--- src/rtl/tws_pkg.sv ---
// shared types and constants for the top-three-with-position selector
package tws_pkg;

    localparam int KEEP      = 3;
    localparam int VAL_W     = 32;
    localparam int POS_W     = 8;
    localparam int CFG_W     = 9;
    localparam int CNT_W     = 2;
    localparam int IN_DATA_W = 32;
    localparam int OUT_DATA_W = 56;

    localparam logic [CFG_W-1:0] MAX_COLS = 9'd256;

    typedef struct packed {
        logic signed [VAL_W-1:0] value;
        logic [POS_W-1:0]        row;
        logic [POS_W-1:0]        col;
    } t_entry;

    // one kept entry with its occupancy flag
    typedef struct packed {
        logic   valid;
        t_entry entry;
    } t_slot;

    // what a cell hands to its lower-ranked neighbor
    typedef struct packed {
        logic  insert;
        t_slot slot;
    } t_link;

endpackage

--- src/rtl/tws_cell.sv ---
// one rank cell of the insertion chain
module tws_cell
    import tws_pkg::*;
(
    input  logic   i_clk,
    input  logic   i_rst_n,
    input  logic   i_load,
    input  logic   i_clear,
    input  t_entry i_new,
    input  t_link  i_prev,
    output t_link  o_link,
    output t_slot  o_next
);

    logic   r_valid;
    t_entry r_entry;
    logic   w_insert;
    t_slot  n_slot;

    // new word belongs at or above this rank; equal values keep the older one
    assign w_insert = !r_valid || ($signed(i_new.value) > $signed(r_entry.value));

    always_comb begin
        n_slot.valid = r_valid;
        n_slot.entry = r_entry;
        if (i_prev.insert) begin
            n_slot = i_prev.slot;
        end else if (w_insert) begin
            n_slot.valid = 1'b1;
            n_slot.entry = i_new;
        end
    end

    assign o_link.insert     = w_insert;
    assign o_link.slot.valid = r_valid;
    assign o_link.slot.entry = r_entry;
    assign o_next            = n_slot;

    always_ff @(posedge i_clk) begin
        if (!i_rst_n) begin
            r_valid <= 1'b0;
        end else if (i_load) begin
            r_valid <= i_clear ? 1'b0 : n_slot.valid;
        end
    end

    always_ff @(posedge i_clk) begin
        if (i_load) begin
            r_entry <= n_slot.entry;
        end
    end

endmodule

--- src/rtl/tws_outq.sv ---
// result shift queue that drains the ranked snapshot one word per cycle while words are popped
module tws_outq
    import tws_pkg::*;
(
    input  logic             i_clk,
    input  logic             i_rst_n,
    input  logic             i_load,
    input  t_slot            i_slots [KEEP],
    input  logic             i_pop,
    output logic             o_busy,
    output t_entry           o_head,
    output logic [CNT_W-1:0] o_rank,
    output logic             o_last
);

    t_entry           r_q [KEEP];
    logic [CNT_W-1:0] r_cnt;
    logic [CNT_W-1:0] r_rank;
    logic [CNT_W-1:0] w_fill;

    // occupied slots are always contiguous from the top rank
    always_comb begin
        w_fill = '0;
        for (int k = 0; k < KEEP; k++) begin
            w_fill = w_fill + CNT_W'(i_slots[k].valid);
        end
    end

    always_ff @(posedge i_clk) begin
        if (!i_rst_n) begin
            r_cnt  <= '0;
            r_rank <= '0;
        end else if (i_load) begin
            r_cnt  <= w_fill;
            r_rank <= '0;
        end else if (i_pop) begin
            r_cnt  <= r_cnt - CNT_W'(1);
            r_rank <= r_rank + CNT_W'(1);
        end
    end

    always_ff @(posedge i_clk) begin
        if (i_load) begin
            for (int k = 0; k < KEEP; k++) begin
                r_q[k] <= i_slots[k].entry;
            end
        end else if (i_pop) begin
            for (int k = 0; k < KEEP - 1; k++) begin
                r_q[k] <= r_q[k+1];
            end
        end
    end

    assign o_busy = (r_cnt != '0);
    assign o_head = r_q[0];
    assign o_rank = r_rank;
    assign o_last = (r_cnt == CNT_W'(1));

endmodule

--- src/rtl/top_three_with_position.sv ---
// top level: streaming top-three selector with row and column tracking
// the results of a matrix appear in the cycle after its last word is taken
// throughput: one element word per cycle; results leave one word per cycle while the sink is ready
// a last word waits while results of the previous matrix are queued, unless the final one leaves
// reset: synchronous active-low; clears kept entries, position, queue; num_cols to 1
// no clearing pass after reset, the block is ready on the first cycle out of reset
module top_three_with_position
    import tws_pkg::*;
(
    input  logic                  i_clk,
    input  logic                  i_rst_n,
    // element stream
    input  logic                  i_s_tvalid,
    output logic                  o_s_tready,
    input  logic [IN_DATA_W-1:0]  i_s_tdata,   // [31:0] value (signed)
    input  logic                  i_s_tlast,   // last element of the matrix
    // result stream
    output logic                  o_m_tvalid,
    input  logic                  i_m_tready,
    output logic [OUT_DATA_W-1:0] o_m_tdata,   // [31:0] top_value, [39:32] row,
                                               // [47:40] col, [49:48] rank, rest zero
    output logic                  o_m_tlast,   // last result of the run
    // column count register
    input  logic                  i_cfg_valid,
    output logic                  o_cfg_ready,
    input  logic [CFG_W-1:0]      i_cfg_data
);

    logic [CFG_W-1:0] r_num_cols;
    logic [CFG_W-1:0] w_eff_cols;
    logic [POS_W-1:0] r_cur_row;
    logic [POS_W-1:0] r_cur_col;
    logic [CFG_W-1:0] w_col_inc;

    logic   w_in_acc;
    logic   w_last_acc;
    logic   w_out_acc;
    t_entry w_new;
    t_link  w_links [KEEP+1];
    t_slot  w_next  [KEEP];

    logic             w_busy;
    t_entry           w_head;
    logic [CNT_W-1:0] w_rank;

    // config is always taken; the user must write it only while the block is idle, the block does not enforce it
    assign o_cfg_ready = 1'b1;

    always_ff @(posedge i_clk) begin
        if (!i_rst_n) begin
            r_num_cols <= CFG_W'(1);
        end else if (i_cfg_valid) begin
            r_num_cols <= i_cfg_data;
        end
    end

    // zero acts as one column, anything above the maximum saturates
    always_comb begin
        if (r_num_cols == '0) begin
            w_eff_cols = CFG_W'(1);
        end else if (r_num_cols > MAX_COLS) begin
            w_eff_cols = MAX_COLS;
        end else begin
            w_eff_cols = r_num_cols;
        end
    end

    // a last word needs the result queue empty or emptying this cycle, other words always go in
    assign o_s_tready = !w_busy || !i_s_tlast || (o_m_tlast && i_m_tready);
    assign w_in_acc   = i_s_tvalid && o_s_tready;
    assign w_last_acc = w_in_acc && i_s_tlast;
    assign w_out_acc  = o_m_tvalid && i_m_tready;

    // row-major position of the incoming element
    assign w_col_inc = {1'b0, r_cur_col} + CFG_W'(1);

    always_ff @(posedge i_clk) begin
        if (!i_rst_n) begin
            r_cur_row <= '0;
            r_cur_col <= '0;
        end else if (w_in_acc) begin
            if (i_s_tlast) begin
                r_cur_row <= '0;
                r_cur_col <= '0;
            end else if (w_col_inc >= w_eff_cols) begin
                // row counter wraps naturally at its width
                r_cur_col <= '0;
                r_cur_row <= r_cur_row + POS_W'(1);
            end else begin
                r_cur_col <= w_col_inc[POS_W-1:0];
            end
        end
    end

    assign w_new.value = $signed(i_s_tdata[VAL_W-1:0]);
    assign w_new.row   = r_cur_row;
    assign w_new.col   = r_cur_col;

    // head of the chain never receives a shifted entry
    assign w_links[0] = '0;

    // rank 0 at the head; each cell shifts its entry down when a larger value lands above
    for (genvar g = 0; g < KEEP; g++) begin : g_cell
        tws_cell u_cell (
            .i_clk   (i_clk),
            .i_rst_n (i_rst_n),
            .i_load  (w_in_acc),
            .i_clear (i_s_tlast),
            .i_new   (w_new),
            .i_prev  (w_links[g]),
            .o_link  (w_links[g+1]),
            .o_next  (w_next[g])
        );
    end

    // snapshot of the chain including the last element, drained in rank order
    // a load in the cycle that pops the final queued word takes priority over the pop
    tws_outq u_outq (
        .i_clk   (i_clk),
        .i_rst_n (i_rst_n),
        .i_load  (w_last_acc),
        .i_slots (w_next),
        .i_pop   (w_out_acc),
        .o_busy  (w_busy),
        .o_head  (w_head),
        .o_rank  (w_rank),
        .o_last  (o_m_tlast)
    );

    assign o_m_tvalid = w_busy;
    assign o_m_tdata  = {6'b0, w_rank, w_head.col, w_head.row, w_head.value};

endmodule

--- config.mk ---
export PLATFORM = sky130hd
export DESIGN_NAME = top_three_with_position
export DESIGN_NICKNAME = d
export VERILOG_FILES = /design/src/rtl/tws_pkg.sv /design/src/rtl/tws_cell.sv /design/src/rtl/tws_outq.sv /design/src/rtl/top_three_with_position.sv
export SDC_FILE = /design/constraint.sdc
export NUM_CORES = 1
export LEC_CHECK = 0
export ABC_AREA = 0
export CORE_MARGIN = 2
export CORE_UTILIZATION = 45
export DETAILED_ROUTE_END_ITERATION = 8
export DONT_BUFFER_PORTS = 1
export MAX_ROUTING_LAYER = met4
export SLEW_MARGIN = 20
export SYNTH_ARGS = -nofsm -noshare
export SYNTH_HDL_FRONTEND = slang
export SYNTH_SLANG_ARGS = --single-unit
--- constraint.sdc ---
create_clock -name i_clk -period 9.37 [get_ports i_clk]
set_input_delay 2.811 -clock i_clk [delete_from_list [all_inputs] [get_ports i_clk]]
set_output_delay 2.811 -clock i_clk [all_outputs]
set_load 0.01 [all_outputs]
==> run metrics, run 1 <==
status=completed; synthesized flop and latch total=320; Layout fillers=3,584; number of synthesized flops with an enable pin=~290; P per Cell Area=about 210 nW/um^2; CP max FO=77; CP delay by family, top=buffers and inverters; die area=40,500 sq um; Compound-Gate Fraction of Synth Area=0.120; Post-Syn Area per Cell=about 11 sq um; most frequent cells in the layout=edfxtp_1, nor2_1, nand2_1; # IOs=107; largest family of logic cells by synthesized area=simple AND/OR/NAND/NOR gates; DP Worst Slack=around 2700 ps; Startpoint Class=input port; Post-Syn Area=17,500 sq um; share of layout cells above drive strength 1=0.0931; WP data required=9620 ps; mux cell area share after synthesis=0.0635; Worst VDD drop=between 0.1 and 0.15 mV; H-Tree Level Count=2; CP arrival=around 6300 ps; CTS tree=yes; Rel. slew slack=0.268; ys async rst share=0; design area=18,500 sq um; hold_buf cts=0; Synth Area in XOR/XNOR=0.00350; routed len/inst=approximately 19 um; setup ws final=3300 ps; GRT Util Overall=0.209; cts repair resizes=0; Mapped Cells=about 1,600; Root Buffer=clkbuf_16; post-synth cell types=62; Vias=between 10,000 and 15,000; vias per inst=5.58; drt drc=0; RSZ-0062 raised after global routing=false; Final Cycle Share=0.648; GP Congestion=0.812; # rows=72; first-pass GRT wire length=64,800 um; Die W=201 um; final setup TNS=0 ps; 1st-iter DRT viols=787; Synth-to-Final Area Change=5.45%; Worst-path clk slew=approximately 60 ps; Initial Util=0.454; worst setup path class=in2reg; Remaining Overflow, GRT=0; Post-Route WL=slightly above 40,000 um; CP cell instances=nand2_1 -> nand3_1 -> nand2_1 -> inv_6 -> nand2_1 -> clkinv_2 -> buf_4 -> nor2_4 -> buf_4 -> or3_1 -> o21ai_0 -> a31oi_1; n_diodes=0; WP buf/inv=4; crit path capture type=flip-flop; Hold WS=477 ps; slowest CP cell=buf_4; most used cell along the critical path=nand2_1; Max Cap Viol=0; core footprint=38,600 sq um; Post-Route Skew=14.4 ps; post-CTS setup buffer count=0; DP Area=approximately 17,000 sq um; Synth Flop Type=edfxtp_1; total clock sinks=320; post-DP HPWL=~25,000 um; Max Clk Rate=roughly 160 MHz; Final nets=1,713; vias in the first global route=11,762; height of the die=201 um; CTS Buf Count=37; Ys Warns=0; Crit path largest cell delay=700 ps; largest net degree at the start of global routing=96; hold crit path type=reg2reg; I/O Buffers=0; Final Hold Vio Count=0; Synth Area in Simple Gates=0.128; initial antenna violation count=0; most common cell after layout, fill and taps aside=edfxtp_1; 1st-pass router iterations=5; Clk Latency, worst-skew pair=540 ps; Leak=between 0.006 and 0.007 uW; Clock Path Buffers=3; Routed Antenna Nets=0; Seq/Total Area, Yosys=0.531; area share of fa/ha/maj cells after synthesis=0.0791; fin. max-slew vios=0; Final setup viols=0; worst slew pin tran=1100 ps; crit path time final=6070 ps
-- worst reg2reg max path, stage by stage (launching register included) --
cell and delay [ps]:
dfxtp_1 400, ha_1 260, nand2_1 80, nand3_1 140
nand2_1 260, inv_6 610, nand2_1 400, clkinv_2 100
buf_4 700, nor2_4 310, buf_4 420, or3_1 400
o21ai_0 80, a31oi_1 60
-- synthesized netlist by cell type, drive strengths merged, types with 7 or more instances --
master,n,share of area
nand4,24,0.0086
a21o,7,0.0030
nor2,213,0.046
a21boi,26,0.015
mux2i,57,0.033
a31oi,79,0.028
or3,23,0.0082
inv,106,0.023
edfxtp,288,0.49
o21ai,86,0.026
ha,109,0.078
o22ai,29,0.010
nor3,7,0.0023
buf,100,0.044
nand2,180,0.040
a21oi,73,0.021
clkbuf,37,0.0079
nand3,24,0.0069
mux2,48,0.031
dfxtp,32,0.037
nor2b,15,0.0054
-- state kept, by name, indices dropped and copies added (netlist names) --
signal                 count
r_cur_row                  8
u_outq.o_rank              2
u_outq.r_q               144
r_cur_col                  8
u_outq.r_cnt               2
g_cell.u_cell.o_link     144
g_cell.u_cell.r_valid      3
r_num_cols                 9
-- report_power, final --
group	switching, uW	total [uW]	internal (uW)	leakage, uW
registers	103	1910	1810	0.00303
clock network	567	1320	754	0.000508
logic	394	603	210	0.00346
total	1060	3840	2770	0.00699
-- stage by stage --
stage               power, uW  cells  utilization
floorplan                2420   1643            -
global placement         2530   2035        0.451
detailed placement       2550   2035        0.451
CTS                      3880   2097        0.478
global route             4030   2097        0.479
finish                   3840   2097        0.479
-- worst paths after layout --
path / slack, ps / start / to / cells past startpoint
min reg2reg: 480 / r_num_cols[0]$_SDFFE_PN1P_ / r_num_cols[0]$_SDFFE_PN1P_ / 2
max reg2reg: 4880 / u_outq.r_cnt[0]$_SDFFE_PN0P_ / u_outq.r_q[0][95]$_DFFE_PP_ / 13
min: 480 / r_num_cols[0]$_SDFFE_PN1P_ / r_num_cols[0]$_SDFFE_PN1P_ / 2
max: 3300 / i_m_tready / u_outq.r_q[0][95]$_DFFE_PP_ / 12
-- cell families after synthesis --
family | after synthesis
AO/OA/AOI/OAI | 334
XOR/XNOR | 7
buffers and inverters | 244
flip-flops | 320
other | 2
adder cells (fa/ha/maj) | 110
AND/OR/NAND/NOR | 515
multiplexers | 105
-- cell type report --
| cell class | instances | area (sq um) | area share |
|---|---|---|---|
| Sequential cell | 320 | 9290 | 0.503 |
| Multi-Input combinational cell | 1079 | 6970 | 0.378 |
| Clock buffer | 52 | 982 | 0.0532 |
| Tap cell | 518 | 648 | 0.0351 |
| Inverter | 107 | 408 | 0.0221 |
| Timing Repair Buffer | 11 | 86.3 | 0.00468 |
| Clock inverter | 10 | 71.3 | 0.00387 |
-- routing by layer --
layer	share of wire	vias up	wire length [um]	track usage
met2	0.47	302	19100	0.333
met4	0.034	0	1370	0.0785
met1	0.44	5616	18000	0.267
met3	0.054	89	2180	0.0360
met5	0	-	0	-
li1	-	5691	-	-
Power figures use the tool's default switching activity.
==> inputs of run 2 (changes only) <==
==> constraint.sdc (replaced) <==
create_clock -name i_clk -period 5.3 [get_ports i_clk]
set_input_delay 1.59 -clock i_clk [delete_from_list [all_inputs] [get_ports i_clk]]
set_output_delay 1.59 -clock i_clk [all_outputs]
set_load 0.01 [all_outputs]
==> run metrics, run 2 (same netlist as run 1, synthesis figures left out) <==
status=completed; crit path time final=4320 ps; Layout fillers=3,526; core footprint=~39,000 sq um; # IOs=between 100 and 150; routed len/inst=19.3 um; DP Worst Slack=just under 500 ps; CP max FO=62; post-DP HPWL=25,700 um; Final Cycle Share=0.815; setup ws final=981 ps; final setup TNS=0 ps; CP arrival=4610 ps; Leak=between 0.007 and 0.008 uW; multi-input combinational cell area=6960 sq um; initial antenna violation count=0; Rel. slew slack=0.357; DP Area=17,600 sq um; 1st-iter DRT viols=roughly 850; crit path capture type=flip-flop; Synth-to-Final Area Change=7.44%; Clock Path Buffers=3; Worst-path clk slew=60 ps; post-CTS setup buffer count=0; Remaining Overflow, GRT=0; Initial Util=0.454; die area=40,500 sq um; Vias=11,808; Clk Latency, worst-skew pair=560 ps; # rows=72; Worst VDD drop=0.175 mV; vias per inst=5.58; WP data required=5590 ps; worst slew pin tran=961 ps; I/O Buffers=0; Final nets=1,728; Post-Route WL=40,700 um; register area=9290 sq um; P per Cell Area=372 nW/um^2; Final setup viols=0; total clock sinks=320; n_diodes=0; design area=18,800 sq um; Startpoint Class=input port; hold_buf cts=0; largest net degree at the start of global routing=between 150 and 200; CTS tree=yes; RSZ-0062 raised after global routing=false; hold crit path type=reg2reg; CTS Buf Count=37; Max Cap Viol=0; most common cell after layout, fill and taps aside=edfxtp_1; GRT Util Overall=0.208; height of the die=201 um; fin. max-slew vios=0; first-pass GRT wire length=approximately 65,000 um; share of layout cells above drive strength 1=0.105; drt drc=0; vias in the first global route=around 12,000; Max Clk Rate=between 200 and 250 MHz; GP Congestion=~0.83; 1st-pass router iterations=5; Routed Antenna Nets=0; Post-Route Skew=approximately 28 ps; worst setup path class=in2reg; Die W=201 um; Root Buffer=clkbuf_16; Final Hold Vio Count=0; H-Tree Level Count=2; most frequent cells in the layout=edfxtp_1, nor2_1, nand2_1; cts repair resizes=0
-- run 2: final timing paths --
kind,startpoint,endpoint,slack (ps),cells after the start
worst max-delay path,i_s_tdata[11],u_outq.r_q[0][4]$_DFFE_PP_,980,12
worst min-delay path,r_num_cols[0]$_SDFFE_PN1P_,r_num_cols[0]$_SDFFE_PN1P_,470,2
worst max register to register,g_cell[0].u_cell.o_link[27]$_DFFE_PP_,u_outq.r_q[0][4]$_DFFE_PP_,1550,13
worst min register to register,r_num_cols[0]$_SDFFE_PN1P_,r_num_cols[0]$_SDFFE_PN1P_,470,2
-- run 2: area by class of cell --
class,instances,share of cell area
tap,518,0.0345
sequential,320,0.494
timing repair buffer,26,0.0170
clock inverter,16,0.00825
multi-input combinational,1079,0.370
clock buffer,49,0.0539
inverter,107,0.0218
-- run 2: routing by layer --
| layer | vias up | global-route usage | part of all wire |
|---|---|---|---|
| met5 | - | - | 0 |
| met4 | 0 | 0.0735 | 0.031 |
| met1 | 5728 | 0.266 | 0.45 |
| li1 | 5718 | - | - |
| met2 | 286 | 0.332 | 0.47 |
| met3 | 76 | 0.0407 | 0.050 |
-- run 2: power breakdown --
group | switching, uW | leakage, uW | total, uW | internal [uW]
sequential | 190 | 0.00303 | 3390 | 3200
combinational | 692 | 0.00357 | 1090 | 401
clock | 1020 | 0.000572 | 2510 | 1490
-- run 2: critical path, cell delays in order --
cell and delay, ps:
ha_1 300, a21oi_1 140, o21ai_0 130, a2111oi_0 770, buf_4 230, a31oi_1 80, o211ai_1 320, buf_4 230
buf_12 260, mux2_2 390, nor2_1 100, nor2_1 40
-- run 2: per-stage QoR --
step	hold slack [ps]	util	cells	power, uW
2_1_floorplan	440	-	1643	4260
3_3_place_gp	455	0.457	2050	4510
3_5_place_dp	467	0.457	2050	4540
4_1_cts	482	0.488	2115	7070
5_1_grt	500	0.488	2115	7350
6_report	474	0.488	2115	6990
==> inputs of run 3 (changes only) <==
==> constraint.sdc (replaced) <==
create_clock -name i_clk -period 4.2 [get_ports i_clk]
set_input_delay 1.26 -clock i_clk [delete_from_list [all_inputs] [get_ports i_clk]]
set_output_delay 1.26 -clock i_clk [all_outputs]
set_load 0.01 [all_outputs]
==> run metrics, run 3 (same netlist as run 1, synthesis figures left out) <==
first-pass GRT wire length=66,200 um; initial antenna violation count=0; Clk Latency, worst-skew pair=approximately 560 ps; Worst VDD drop=~0.23 mV; hold path depth=2; CP max FO=16; largest net degree at the start of global routing=152; RSZ-0062 raised after global routing=false; cts repair resizes=0; Final Cycle Share=0.864; 1st-iter DRT viols=824; Synth-to-Final Area Change=8.90%; Die W=201 um; DP Area=17,900 sq um; Root Buffer=clkbuf_16; Final Hold Vio Count=0; n_diodes=0; Rel. slew slack=0.354; most common cell after layout, fill and taps aside=edfxtp_1; drt drc=0; # rows=72; Startpoint Class=input port; vias in the first global route=12,247; GP Congestion=a little over 0.8; vias per inst=5.55; core footprint=between 30,000 and 40,000 sq um; die area=around 40,000 sq um; CTS Buf Count=37; worst setup path class=in2reg; Routed Antenna Nets=0; design area=19,100 sq um; WP data required=4570 ps; post-DP HPWL=27,200 um; Leak=between 0.007 and 0.008 uW; Vias=11,856; fin. max-slew vios=0; Clock Path Buffers=3; # IOs=107; routed len/inst=a little under 20 um; final setup TNS=0 ps; Layout fillers=3,492; Max Clk Rate=275 MHz; CTS tree=yes; share of layout cells above drive strength 1=0.117; post-CTS setup buffer count=0; H-Tree Level Count=2; status=completed; CP arrival=4000 ps; I/O Buffers=0; crit path time final=3630 ps; Initial Util=0.454; Max Cap Viol=0; Final setup viols=0; Remaining Overflow, GRT=0; 1st-pass router iterations=4; Worst-path clk slew=60 ps; hold crit path type=reg2reg; Final nets=1,751; P per Cell Area=~470 nW/um^2; Post-Route WL=just over 40,000 um; hold_buf cts=0; worst slew pin tran=969 ps; height of the die=around 200 um; R2R depth=10; GRT Util Overall=0.212; most frequent cells in the layout=edfxtp_1, nor2_1, nand2_1; total clock sinks=320; Post-Route Skew=23.9 ps; crit path capture type=flip-flop
-- run 3: cell types whose count changed in the layout (fill, tap and decap cells not counted), sizes merged --
cell	previous run	this run
clkinvlp	1	2
clkinv	13	10
buf	26	49
clkbuf	49	51
-- run 3: per-layer routing --
layer  track usage  wire [um]  vias up  part of all wire
met4        0.0583        885        0             0.022
met1         0.269      18400     5745              0.45
met5             -          0        -                 0
met2         0.348      19700      276              0.48
li1              -          -     5774                 -
met3        0.0408       2120       61             0.052
-- run 3: power breakdown --
part	switching [uW]	total, uW	internal, uW
sequential	241	4270	4030
clock	1300	3180	1880
combinational	881	1420	542
total	2420	8880	6460
-- run 3: final timing paths --
path | startpoint | endpoint | slack, ps
max | i_s_tdata[11] | u_outq.r_q[0][90]$_DFFE_PP_ | 570
min | g_cell[1].u_cell.r_valid$_SDFFE_PN0P_ | g_cell[2].u_cell.r_valid$_SDFFE_PN0P_ | 480
max reg2reg | r_cur_col[0]$_SDFFE_PN0P_ | r_cur_row[7]$_SDFFE_PN0P_ | 760
min reg2reg | g_cell[1].u_cell.r_valid$_SDFFE_PN0P_ | g_cell[2].u_cell.r_valid$_SDFFE_PN0P_ | 480
-- run 3: worst max-delay path, stage by stage --
cell	delay, ps
ha_1	300
a21oi_1	140
o21ai_0	130
a2111oi_0	630
a31oi_1	190
o211ai_1	350
buf_4	200
nand2b_1	170
buf_4	280
o22ai_1	120
a31oi_1	200
-- run 3: through the flow --
step	hold slack, ps	util	setup slack [ps]	power (uW)	cells
detailed placement	470	0.464	31.2	5770	2073
global placement	456	0.464	85.9	5730	2073
finish	480	0.494	569	8880	2138
CTS	478	0.494	595	8980	2138
global route	504	0.494	405	9320	2138
floorplan	440	-	28.2	5380	1643
-- run 3: layout make-up --
cell class,instances,area [sq um],area share
clock inverters,14,145,0.00762
flip-flops and latches,320,9290,0.487
inverters,107,418,0.0219
clock buffers,51,1020,0.0536
well taps,518,648,0.0340
multi-input cells,1079,6970,0.366
repair buffers,49,568,0.0298
